**config.mk**
```make
export PLATFORM = sky130hd
export DESIGN_NAME = fixed_to_decimal_string
export DESIGN_NICKNAME = d
export VERILOG_FILES = /design/src/hdl/fds_pkg.sv /design/src/hdl/fds_front.sv /design/src/hdl/fds_digit.sv /design/src/hdl/fds_serial.sv /design/src/hdl/fixed_to_decimal_string.sv
export SDC_FILE = /design/constraint.sdc
export NUM_CORES = 2
export LEC_CHECK = 0
export BUFFER_PORTS_ARGS = -buffer_cell sky130_fd_sc_hd__buf_2
export CORE_UTILIZATION = 23
export CTS_BUF_LIST = sky130_fd_sc_hd__clkbuf_8 sky130_fd_sc_hd__clkbuf_16
export DETAILED_ROUTE_END_ITERATION = 8
export HOLD_SLACK_MARGIN = 0.02
export SKIP_LAST_GASP = 1
export SLEW_MARGIN = 15
export SYNTH_ARGS = -nofsm -noshare
export SYNTH_HDL_FRONTEND = slang
export SYNTH_SLANG_ARGS = --single-unit
```
**constraint.sdc**
```tcl
create_clock -name clk -period 9.3 [get_ports clk]
set_clock_uncertainty 0.1 [all_clocks]
set_input_delay 1.395 -clock clk [delete_from_list [all_inputs] [get_ports clk]]
set_output_delay 1.395 -clock clk [all_outputs]
set_load 0.05 [all_outputs]
```
**src/hdl/fds_pkg.sv**
```systemverilog
// ---------------------------------------------------------------------------
// fds_pkg: shared types and constants of the decimal string converter
// Character codes, powers of ten, field widths and the per-item flags
// that travel down the pipeline with each value.
// ---------------------------------------------------------------------------
package fds_pkg;

  // Field widths fixed by the stream format.
  localparam int VALUE_W = 32;
  localparam int CHAR_W  = 8;
  localparam int DEC_W   = 4;
  localparam int DIGIT_W = 4;

  // Defaults of the top-level parameters.
  localparam int DEF_MAX_DECIMALS = 8;
  localparam int DEF_FRAC_BITS    = 28;

  // Value of the decimals register after reset.
  localparam logic [DEC_W-1:0] RESET_DECIMALS = 4'd2;

  // ASCII codes of the emitted characters.
  localparam logic [CHAR_W-1:0] CHAR_ZERO  = 8'h30;
  localparam logic [CHAR_W-1:0] CHAR_POINT = 8'h2E;
  localparam logic [CHAR_W-1:0] CHAR_NONE  = 8'h00;

  // Powers of ten up to one past the largest decimals setting.
  localparam longint unsigned POW10 [10] = '{
    64'd1, 64'd10, 64'd100, 64'd1000, 64'd10000, 64'd100000,
    64'd1000000, 64'd10000000, 64'd100000000, 64'd1000000000
  };

  // Flags that travel with each value through the pipeline.
  typedef struct packed {
    logic             err;
    logic [DEC_W-1:0] dec;
  } fds_ctl_t;

  // Number of bits needed to hold the value x.
  function automatic int fds_nbits(longint unsigned x);
    int n;
    n = 1;
    for (int i = 0; i < 64; i++) begin
      if ((x >> i) != 64'd0) n = i + 1;
    end
    return n;
  endfunction

endpackage

```
**src/hdl/fds_front.sv**
```systemverilog
// ---------------------------------------------------------------------------
// fds_front: scaling and rounding stages
// Multiplies the value by ten to the number of decimals, adds one half,
// drops the fraction bits and flags range and rounding overflow.
// ---------------------------------------------------------------------------
module fds_front #(
  parameter int MAX_DECIMALS = fds_pkg::DEF_MAX_DECIMALS,
  parameter int FRAC_BITS    = fds_pkg::DEF_FRAC_BITS,
  parameter int RW           = 30
) (
  input  logic                        clk,
  input  logic                        rst,
  input  logic                        in_valid,
  output logic                        in_ready,
  input  logic [fds_pkg::VALUE_W-1:0] in_value,
  input  logic [fds_pkg::DEC_W-1:0]   dec_cfg,
  output logic                        out_valid,
  input  logic                        out_ready,
  output logic [RW-1:0]               out_rem,
  output fds_pkg::fds_ctl_t           out_ctl
);
  import fds_pkg::*;

  localparam int SW   = fds_nbits(POW10[MAX_DECIMALS]);
  localparam int PRW  = VALUE_W + SW;
  localparam int SUMW = ((PRW > FRAC_BITS) ? PRW : FRAC_BITS) + 1;

  logic [DEC_W-1:0] dec_eff;
  logic [SW-1:0]    scale;
  logic             range_err;

  logic             a_valid;
  logic             a_ready;
  logic [PRW-1:0]   a_prod;
  fds_ctl_t         a_ctl;

  logic [SUMW-1:0]  sum;
  logic [SUMW-1:0]  shifted;
  logic [SUMW-1:0]  limit;
  logic             carry_err;

  // Settings above the supported count round to the maximum.
  assign dec_eff   = (dec_cfg > DEC_W'(MAX_DECIMALS)) ? DEC_W'(MAX_DECIMALS) : dec_cfg;
  assign scale     = SW'(POW10[dec_eff]);
  assign range_err = (in_value >> FRAC_BITS) > VALUE_W'(9);

  // Stage A handshake: a slot frees when stage B can take its contents.
  assign a_ready  = !out_valid || out_ready;
  assign in_ready = !a_valid || a_ready;

  always_ff @(posedge clk) begin
    if (rst) begin
      a_valid <= 1'b0;
    end else if (in_ready) begin
      a_valid <= in_valid;
    end
  end

  // Stage A: the multiply.
  always_ff @(posedge clk) begin
    if (in_ready && in_valid) begin
      a_prod    <= PRW'(in_value) * PRW'(scale);
      a_ctl.err <= range_err;
      a_ctl.dec <= dec_eff;
    end
  end

  // Round half up and check the result against ten times the scale.
  assign sum       = SUMW'(a_prod) + (SUMW'(1) << (FRAC_BITS - 1));
  assign shifted   = sum >> FRAC_BITS;
  assign limit     = SUMW'(POW10[DEC_W'(a_ctl.dec + DEC_W'(1))]);
  assign carry_err = shifted >= limit;

  always_ff @(posedge clk) begin
    if (rst) begin
      out_valid <= 1'b0;
    end else if (a_ready) begin
      out_valid <= a_valid;
    end
  end

  // Stage B: the rounded integer.
  always_ff @(posedge clk) begin
    if (a_ready && a_valid) begin
      out_rem     <= shifted[RW-1:0];
      out_ctl.err <= a_ctl.err || carry_err;
      out_ctl.dec <= a_ctl.dec;
    end
  end

endmodule

```
**src/hdl/fds_digit.sv**
```systemverilog
// ---------------------------------------------------------------------------
// fds_digit: one decimal digit extraction stage
// Finds the digit of the remainder at one power of ten by parallel
// compares against its nine multiples, then subtracts it out.
// ---------------------------------------------------------------------------
module fds_digit #(
  parameter int MAX_DECIMALS = fds_pkg::DEF_MAX_DECIMALS,
  parameter int RW           = 30,
  parameter int P            = 0
) (
  input  logic                                      clk,
  input  logic                                      rst,
  input  logic                                      in_valid,
  output logic                                      in_ready,
  input  logic [RW-1:0]                             in_rem,
  input  logic [MAX_DECIMALS:0][fds_pkg::DIGIT_W-1:0] in_digs,
  input  fds_pkg::fds_ctl_t                         in_ctl,
  output logic                                      out_valid,
  input  logic                                      out_ready,
  output logic [RW-1:0]                             out_rem,
  output logic [MAX_DECIMALS:0][fds_pkg::DIGIT_W-1:0] out_digs,
  output fds_pkg::fds_ctl_t                         out_ctl
);
  import fds_pkg::*;

  localparam longint unsigned STEP = POW10[P];

  logic [DIGIT_W-1:0]               digit;
  logic [RW-1:0]                    rem_next;
  logic [MAX_DECIMALS:0][DIGIT_W-1:0] digs_next;

  // Largest multiple of the step that fits in the remainder.
  always_comb begin
    digit = '0;
    for (int k = 1; k < 10; k++) begin
      if (64'(in_rem) >= STEP * 64'(k)) digit = DIGIT_W'(k);
    end
    rem_next     = in_rem - RW'(STEP * 64'(digit));
    digs_next    = in_digs;
    digs_next[P] = digit;
  end

  assign in_ready = !out_valid || out_ready;

  always_ff @(posedge clk) begin
    if (rst) begin
      out_valid <= 1'b0;
    end else if (in_ready) begin
      out_valid <= in_valid;
    end
  end

  always_ff @(posedge clk) begin
    if (in_ready && in_valid) begin
      out_rem  <= rem_next;
      out_digs <= digs_next;
      out_ctl  <= in_ctl;
    end
  end

endmodule

```
**src/hdl/fds_serial.sv**
```systemverilog
// ---------------------------------------------------------------------------
// fds_serial: character serializer
// Holds one converted value, trims trailing zero digits and sends its
// characters one beat per ready cycle through a registered output stage.
// ---------------------------------------------------------------------------
module fds_serial #(
  parameter int MAX_DECIMALS = fds_pkg::DEF_MAX_DECIMALS
) (
  input  logic                                      clk,
  input  logic                                      rst,
  input  logic                                      in_valid,
  output logic                                      in_ready,
  input  logic [MAX_DECIMALS:0][fds_pkg::DIGIT_W-1:0] in_digs,
  input  fds_pkg::fds_ctl_t                         in_ctl,
  output logic                                      m_tvalid,
  input  logic                                      m_tready,
  output logic [fds_pkg::CHAR_W-1:0]                m_tdata,
  output logic                                      m_tlast,
  output logic                                      m_tuser
);
  import fds_pkg::*;

  localparam int PW = (MAX_DECIMALS > 0) ? $clog2(MAX_DECIMALS + 1) : 1;
  localparam int IW = $clog2(MAX_DECIMALS + 2);

  logic                               h_valid;
  logic [MAX_DECIMALS:0][DIGIT_W-1:0] h_digs;
  fds_ctl_t                           h_ctl;
  logic [DEC_W-1:0]                   h_nd;
  logic [IW-1:0]                      h_idx;

  logic             found;
  logic [DEC_W-1:0] low_pos;
  logic [DEC_W-1:0] nd_in;

  logic [DEC_W-1:0]  idx_ext;
  logic [DEC_W-1:0]  pos;
  logic [PW-1:0]     pos_ix;
  logic [CHAR_W-1:0] cur_char;
  logic              cur_last;
  logic              out_load;

  // Count of fraction digits that remain after trailing zeros are trimmed.
  always_comb begin
    found   = 1'b0;
    low_pos = '0;
    for (int p = MAX_DECIMALS - 1; p >= 0; p--) begin
      if ((DEC_W'(p) < in_ctl.dec) && (in_digs[p] != '0)) begin
        found   = 1'b1;
        low_pos = DEC_W'(p);
      end
    end
    nd_in = found ? DEC_W'(in_ctl.dec - low_pos) : '0;
  end

  // Beat character: digit, point, then fraction digits; zero on error.
  always_comb begin
    idx_ext  = DEC_W'(h_idx);
    pos      = h_ctl.dec;
    cur_char = CHAR_NONE;
    cur_last = 1'b0;
    if (h_ctl.err) begin
      cur_last = 1'b1;
    end else if (idx_ext == '0) begin
      cur_char = CHAR_ZERO + CHAR_W'(h_digs[pos[PW-1:0]]);
    end else if (idx_ext == DEC_W'(1)) begin
      cur_char = CHAR_POINT;
      cur_last = (h_nd == '0);
    end else begin
      pos      = DEC_W'(h_ctl.dec - (idx_ext - DEC_W'(1)));
      cur_char = CHAR_ZERO + CHAR_W'(h_digs[pos[PW-1:0]]);
      cur_last = (idx_ext == DEC_W'(h_nd + DEC_W'(1)));
    end
    pos_ix = pos[PW-1:0];
  end

  // The output register takes a beat whenever it is empty or being drained.
  assign out_load = !m_tvalid || m_tready;
  assign in_ready = !h_valid || (out_load && cur_last);

  always_ff @(posedge clk) begin
    if (rst) begin
      h_valid <= 1'b0;
      h_idx   <= '0;
    end else if (in_ready) begin
      h_valid <= in_valid;
      h_idx   <= '0;
    end else if (out_load && h_valid) begin
      h_idx <= h_idx + IW'(1);
    end
  end

  always_ff @(posedge clk) begin
    if (in_ready && in_valid) begin
      h_digs <= in_digs;
      h_ctl  <= in_ctl;
      h_nd   <= nd_in;
    end
  end

  always_ff @(posedge clk) begin
    if (rst) begin
      m_tvalid <= 1'b0;
    end else if (out_load) begin
      m_tvalid <= h_valid;
    end
  end

  always_ff @(posedge clk) begin
    if (out_load && h_valid) begin
      m_tdata <= (h_ctl.err) ? CHAR_NONE : (pos_ix == pos[PW-1:0] ? cur_char : CHAR_NONE);
      m_tlast <= cur_last;
      m_tuser <= h_ctl.err;
    end
  end

endmodule

```
**src/hdl/fixed_to_decimal_string.sv**
```systemverilog
// ---------------------------------------------------------------------------
// fixed_to_decimal_string: fixed point to rounded decimal ASCII converter
// Turns each 4.28 value into its rounded decimal string, one character
// per output beat.
// ---------------------------------------------------------------------------
// Usage:
//   Slave stream s_*: one 32-bit unsigned fixed-point value per beat.
//   Master stream m_*: one ASCII character per beat in tdata; tlast marks
//   the final character of a string; tuser flags an error beat, which is
//   a single beat with tdata zero and tlast high, sent when the integer
//   part exceeds nine before or after rounding.
//   decimals_wr_en / decimals_wr_data set the number of decimals (reset 2,
//   values above MAX_DECIMALS act as MAX_DECIMALS); write only when idle.
//   The first character of a value passes the multiply, the round, one
//   stage per digit, the serializer hold register and the output register.
//   Throughput: while m_tready is high the serializer sends one character
//   per cycle; a value takes 2 + kept fraction digits beats (2 to
//   MAX_DECIMALS + 2), one beat for an error; the pipeline accepts a beat
//   every cycle while the serializer keeps up.
//   Reset clears every valid flag and sets decimals to 2. When m_tready
//   is low, the output holds, the pipeline fills, and then s_tready drops.
// ---------------------------------------------------------------------------
module fixed_to_decimal_string #(
  parameter int MAX_DECIMALS = fds_pkg::DEF_MAX_DECIMALS,
  parameter int FRAC_BITS    = fds_pkg::DEF_FRAC_BITS
) (
  input  logic                        clk,
  input  logic                        rst,
  input  logic                        decimals_wr_en,
  input  logic [fds_pkg::DEC_W-1:0]   decimals_wr_data,
  input  logic                        s_tvalid,
  output logic                        s_tready,
  input  logic [fds_pkg::VALUE_W-1:0] s_tdata,   // [31:0] value
  output logic                        m_tvalid,
  input  logic                        m_tready,
  output logic [fds_pkg::CHAR_W-1:0]  m_tdata,   // [7:0] character
  output logic                        m_tlast,
  output logic                        m_tuser    // [0] overflow
);
  import fds_pkg::*;

  localparam int RW = fds_nbits(POW10[MAX_DECIMALS + 1]);
  localparam int NS = MAX_DECIMALS + 2;

  logic [DEC_W-1:0] decimals;

  logic                               ch_valid [NS];
  logic                               ch_ready [NS];
  logic [RW-1:0]                      ch_rem   [NS];
  logic [MAX_DECIMALS:0][DIGIT_W-1:0] ch_digs  [NS];
  fds_ctl_t                           ch_ctl   [NS];

  // Decimals register.
  always_ff @(posedge clk) begin
    if (rst) begin
      decimals <= RESET_DECIMALS;
    end else if (decimals_wr_en) begin
      decimals <= decimals_wr_data;
    end
  end

  // Scale and round.
  fds_front #(
    .MAX_DECIMALS(MAX_DECIMALS),
    .FRAC_BITS   (FRAC_BITS),
    .RW          (RW)
  ) u_front (
    .clk      (clk),
    .rst      (rst),
    .in_valid (s_tvalid),
    .in_ready (s_tready),
    .in_value (s_tdata),
    .dec_cfg  (decimals),
    .out_valid(ch_valid[0]),
    .out_ready(ch_ready[0]),
    .out_rem  (ch_rem[0]),
    .out_ctl  (ch_ctl[0])
  );

  assign ch_digs[0] = '0;

  // One stage per decimal digit, most significant position first.
  for (genvar j = 0; j < NS - 1; j++) begin : g_digit
    fds_digit #(
      .MAX_DECIMALS(MAX_DECIMALS),
      .RW          (RW),
      .P           (MAX_DECIMALS - j)
    ) u_digit (
      .clk      (clk),
      .rst      (rst),
      .in_valid (ch_valid[j]),
      .in_ready (ch_ready[j]),
      .in_rem   (ch_rem[j]),
      .in_digs  (ch_digs[j]),
      .in_ctl   (ch_ctl[j]),
      .out_valid(ch_valid[j+1]),
      .out_ready(ch_ready[j+1]),
      .out_rem  (ch_rem[j+1]),
      .out_digs (ch_digs[j+1]),
      .out_ctl  (ch_ctl[j+1])
    );
  end

  // Trim and send the characters.
  fds_serial #(
    .MAX_DECIMALS(MAX_DECIMALS)
  ) u_serial (
    .clk     (clk),
    .rst     (rst),
    .in_valid(ch_valid[NS-1]),
    .in_ready(ch_ready[NS-1]),
    .in_digs (ch_digs[NS-1]),
    .in_ctl  (ch_ctl[NS-1]),
    .m_tvalid(m_tvalid),
    .m_tready(m_tready),
    .m_tdata (m_tdata),
    .m_tlast (m_tlast),
    .m_tuser (m_tuser)
  );

`ifndef ASSERT_OFF
  // A value in range is fully consumed by the digit stages.
  a_rem_zero: assert property (@(posedge clk) disable iff (rst)
    (ch_valid[NS-1] && !ch_ctl[NS-1].err) |-> (ch_rem[NS-1] == '0))
    else $error("digit chain left a nonzero remainder");

  // An error beat is alone: zero character and end of string.
  a_err_beat: assert property (@(posedge clk) disable iff (rst)
    (m_tvalid && m_tuser) |-> (m_tlast && (m_tdata == CHAR_NONE)))
    else $error("error beat is not a single zero character");

  // No error beat appears in the middle of a string.
  a_err_mid: assert property (@(posedge clk) disable iff (rst)
    (m_tvalid && m_tready && !m_tlast) |=> !(m_tvalid && m_tuser))
    else $error("error beat inside a string");
`endif

endmodule

```
==> out/results.ini <==
[clock_network]
cts_resized = 0
cts-buffers-inserted = 59
cts_tree = done
cts_setup_buffers = 0
clockBufferDepth = 3
cts.clk_slew.worst_paths_ns = 0.07
clock_latency_ns = 0.67
ctsHoldBuffers = 0
cts_num_sinks = 611
root_buffer = clkbuf_16
htree_levels = 2

[critical_path]
path_class = flip-flop to flip-flop
slowest_delay_ns = 0.59
path_common_cell = fa_1
crit_path_start_kind = flip-flop
r2r-start = decimals[3]$_SDFFE_PP0P_
startpoint = decimals[3]$_SDFFE_PP0P_
crit_path_end_kind = flip-flop
cp_data_required_time_ns = 9.59
slowest_stage = fa_1
path_max_fanout = 26
arrival_ns = 9.14

[yosys]
synth_seq_cells = 611
synth_top_family_by_area = adder cells
synthMuxAreaShare_pct = 0.822
ys.warnings.count = 0
synth.avg_cell_area_um2 = 10.2
synth.distinct_cells = 92
async_reset_ff_share_pct = 0
synth_area_leaders = edfxtp_1 29%, fa_1 26%, ha_1 9.6%, inv_1 7.1%, nand2_1 3.2%
synth_edf_count = 590
synth_compound_area_share_pct = 7.85
yosys.area_share.xor_xnor_pct = 4.14
ys_seq_area_share_pct = 29.6
synthSimpleGateAreaFrac_pct = 14.0
synthAdderAreaFrac_pct = 35.3
yosys.area.top_type = edfxtp_1
netlist_area_mm2 = 0.0613
yosysTopAreaCellShare_pct = 28.9
synth_top_flop_cell = edfxtp_1
netlist_instances = 6002

[floorplan]
die_h_um = 518
io_pins = 53
core_mm2 = 0.265
initial_core_util_pct = 23.1
dieArea_mm2 = 0.269
die_x_um = 518
std_cell_rows = 189

[sta]
rsz0062_at_grt = false
maxSlewHeadroom_pct = 24.7
max_freq_mhz = 113
timing.hold.ws_ns = 0.312
finalCritPeriodShare_pct = 95.2
hold_violations = 0
worst_pin_slew_ns = 1.12
setup_viol = 0
setup_tns_ns = 0
final_max_slew_viol_count = 0
fin_crit_ns = 8.85

[routing]
drtIter0Drc = 3010
via_per_inst = 4.34
first_pass_iters = 8
wl_per_cell_um = 16.3
antenna_left = 0
wl_mm = 158
post-route-drc-count = 8
dr_total_vias = 42100

[placed_design]
io_buffers = 50
dp_hpwl_mm = 130
gp_congestion = 0.916

[outcome]
violations = design-rule violations
status = finished, violations left

[grt]
first_global_vias = 44600
antenna_found_initial = 8
grt_pass1_wl_mm = 250
track_usage_pct = 11.6
grt_overflow = 0
grt_max_degree = 73

[power_and_ir_drop]
p_leak_nw = 29.9
peakVddDrop_mv = 0.547
p_per_area_mw_per_mm2 = 301

[final_layout]
final_common_cell = inv_1
area_growth_pct = 12.3
fin_nets = 7407
nFillCells = 27900
final_layout_size_suffix_gt1_share_pct = 6.33
layout_common_cells = 1166 x inv_1, 786 x fa_1, 590 x edfxtp_1

[job]
maxCapViolations = 0

[min_path]
hold_start = g_digit[7].u_digit.out_digs[23]$_DFFE_PP_
min_path_type = flip-flop to flip-flop

## where the power goes
group	switching [mW]	internal, mW
clock	1.10	1.45
combinational	8.09	6.07
sequential	0.266	3.76
## layer usage
layer  wire [µm]  track usage, %
met5           0               0
met4        4990            3.32
met3        7700            1.51
met2       75100            20.0
met1       69900            15.2
## cell families after synthesis
| logic type | count (synthesis) |
|---|---|
| flops | 611 |
| compound gates | 746 |
| buf+inv | 1354 |
| fa+ha+maj | 1257 |
| simple gates | 1713 |
| xor+xnor | 289 |
| mux | 30 |
| other cells | 2 |
## area by class of cell
| type | instances | area [µm²] | area share [%] |
|---|---|---|---|
| clock inverters | 49 | 561 | 0.813 |
| multi-input cells | 4101 | 38500 | 55.9 |
| inverters | 1159 | 4350 | 6.31 |
| well taps | 3533 | 4420 | 6.42 |
| repair buffers | 177 | 1410 | 2.05 |
| flip-flops and latches | 611 | 18100 | 26.3 |
| diodes | 2 | 5.00 | 0.00726 |
| clock buffers | 62 | 1520 | 2.20 |
## sequential cells by signal (all words and copies together) (netlist names)
name,cells
decimals,4
g_digit.u_digit.out_ctl,45
g_digit.u_digit.out_digs,180
g_digit.u_digit.out_rem,240
g_digit.u_digit.out_valid,9
u_front.a_ctl,5
u_front.a_prod,32
u_front.a_valid,1
u_front.out_ctl,5
u_front.out_rem,30
u_front.out_valid,1
u_serial.h_ctl,5
u_serial.h_digs,36
u_serial.h_idx,4
u_serial.h_nd,4
u_serial.h_valid,1
u_serial.m_tdata,6
u_serial.m_tlast,1
u_serial.m_tuser,1
u_serial.m_tvalid,1
## path summary, 6_finish.rpt
kind,endpoint,slack [ns],cells after the start
worst max register to register,u_front.a_prod[58]$_DFFE_PP_,0.45,29
worst min register to register,g_digit[8].u_digit.out_digs[23]$_DFFE_PP_,0.31,0
worst min-delay path,g_digit[8].u_digit.out_digs[23]$_DFFE_PP_,0.31,0
worst max-delay path,u_front.a_prod[58]$_DFFE_PP_,0.45,29
## metrics by stage
stage	util (%)	total power [mW]	area, µm²	setup WS (ns)	std cells
after floorplan	-	14.0	61600	1.03	6066
after global placement	25.2	18.0	66800	0.320	9578
after detailed placement	25.2	18.3	66800	0.245	9578
after CTS	26.0	20.9	68800	0.411	9689
after global routing	26.0	22.8	68900	0.0106	9692
final	26.0	20.7	68900	0.446	9694
## synthesized netlist by cell type, drive strengths merged, types with 15 or more instances
cell type  count
nand4         45
inv         1158
o21bai        24
xnor2        168
nor3b         16
o211ai        15
nand3         78
nand2b        60
or4           21
nand2        526
nor2b         55
nor3          90
clkbuf       188
nor4          59
ha           471
edfxtp       590
a21oi        202
or2           66
and2         237
o31ai         24
o21a          36
a21boi        24
fa           786
o41ai         15
and3          81
o21ai        177
xor2         121
a31oi         32
mux4          16
a211oi        20
a21o          73
nor2         307
a211o         15
dfxtp         21
or3           30
## critical path: cells and delay by family, from the launching register on
family,cells,cell delay [ns]
AOI/OAI and AO/OA,6,1.38
xor gates and xnor gates,1,0.09
adders and majority gates,8,3.91
buffers and inverters,9,1.06
DFF,1,0.51
and+or+nand+nor,5,1.54
No activity file was read; power rests on OpenSTA's default activity.
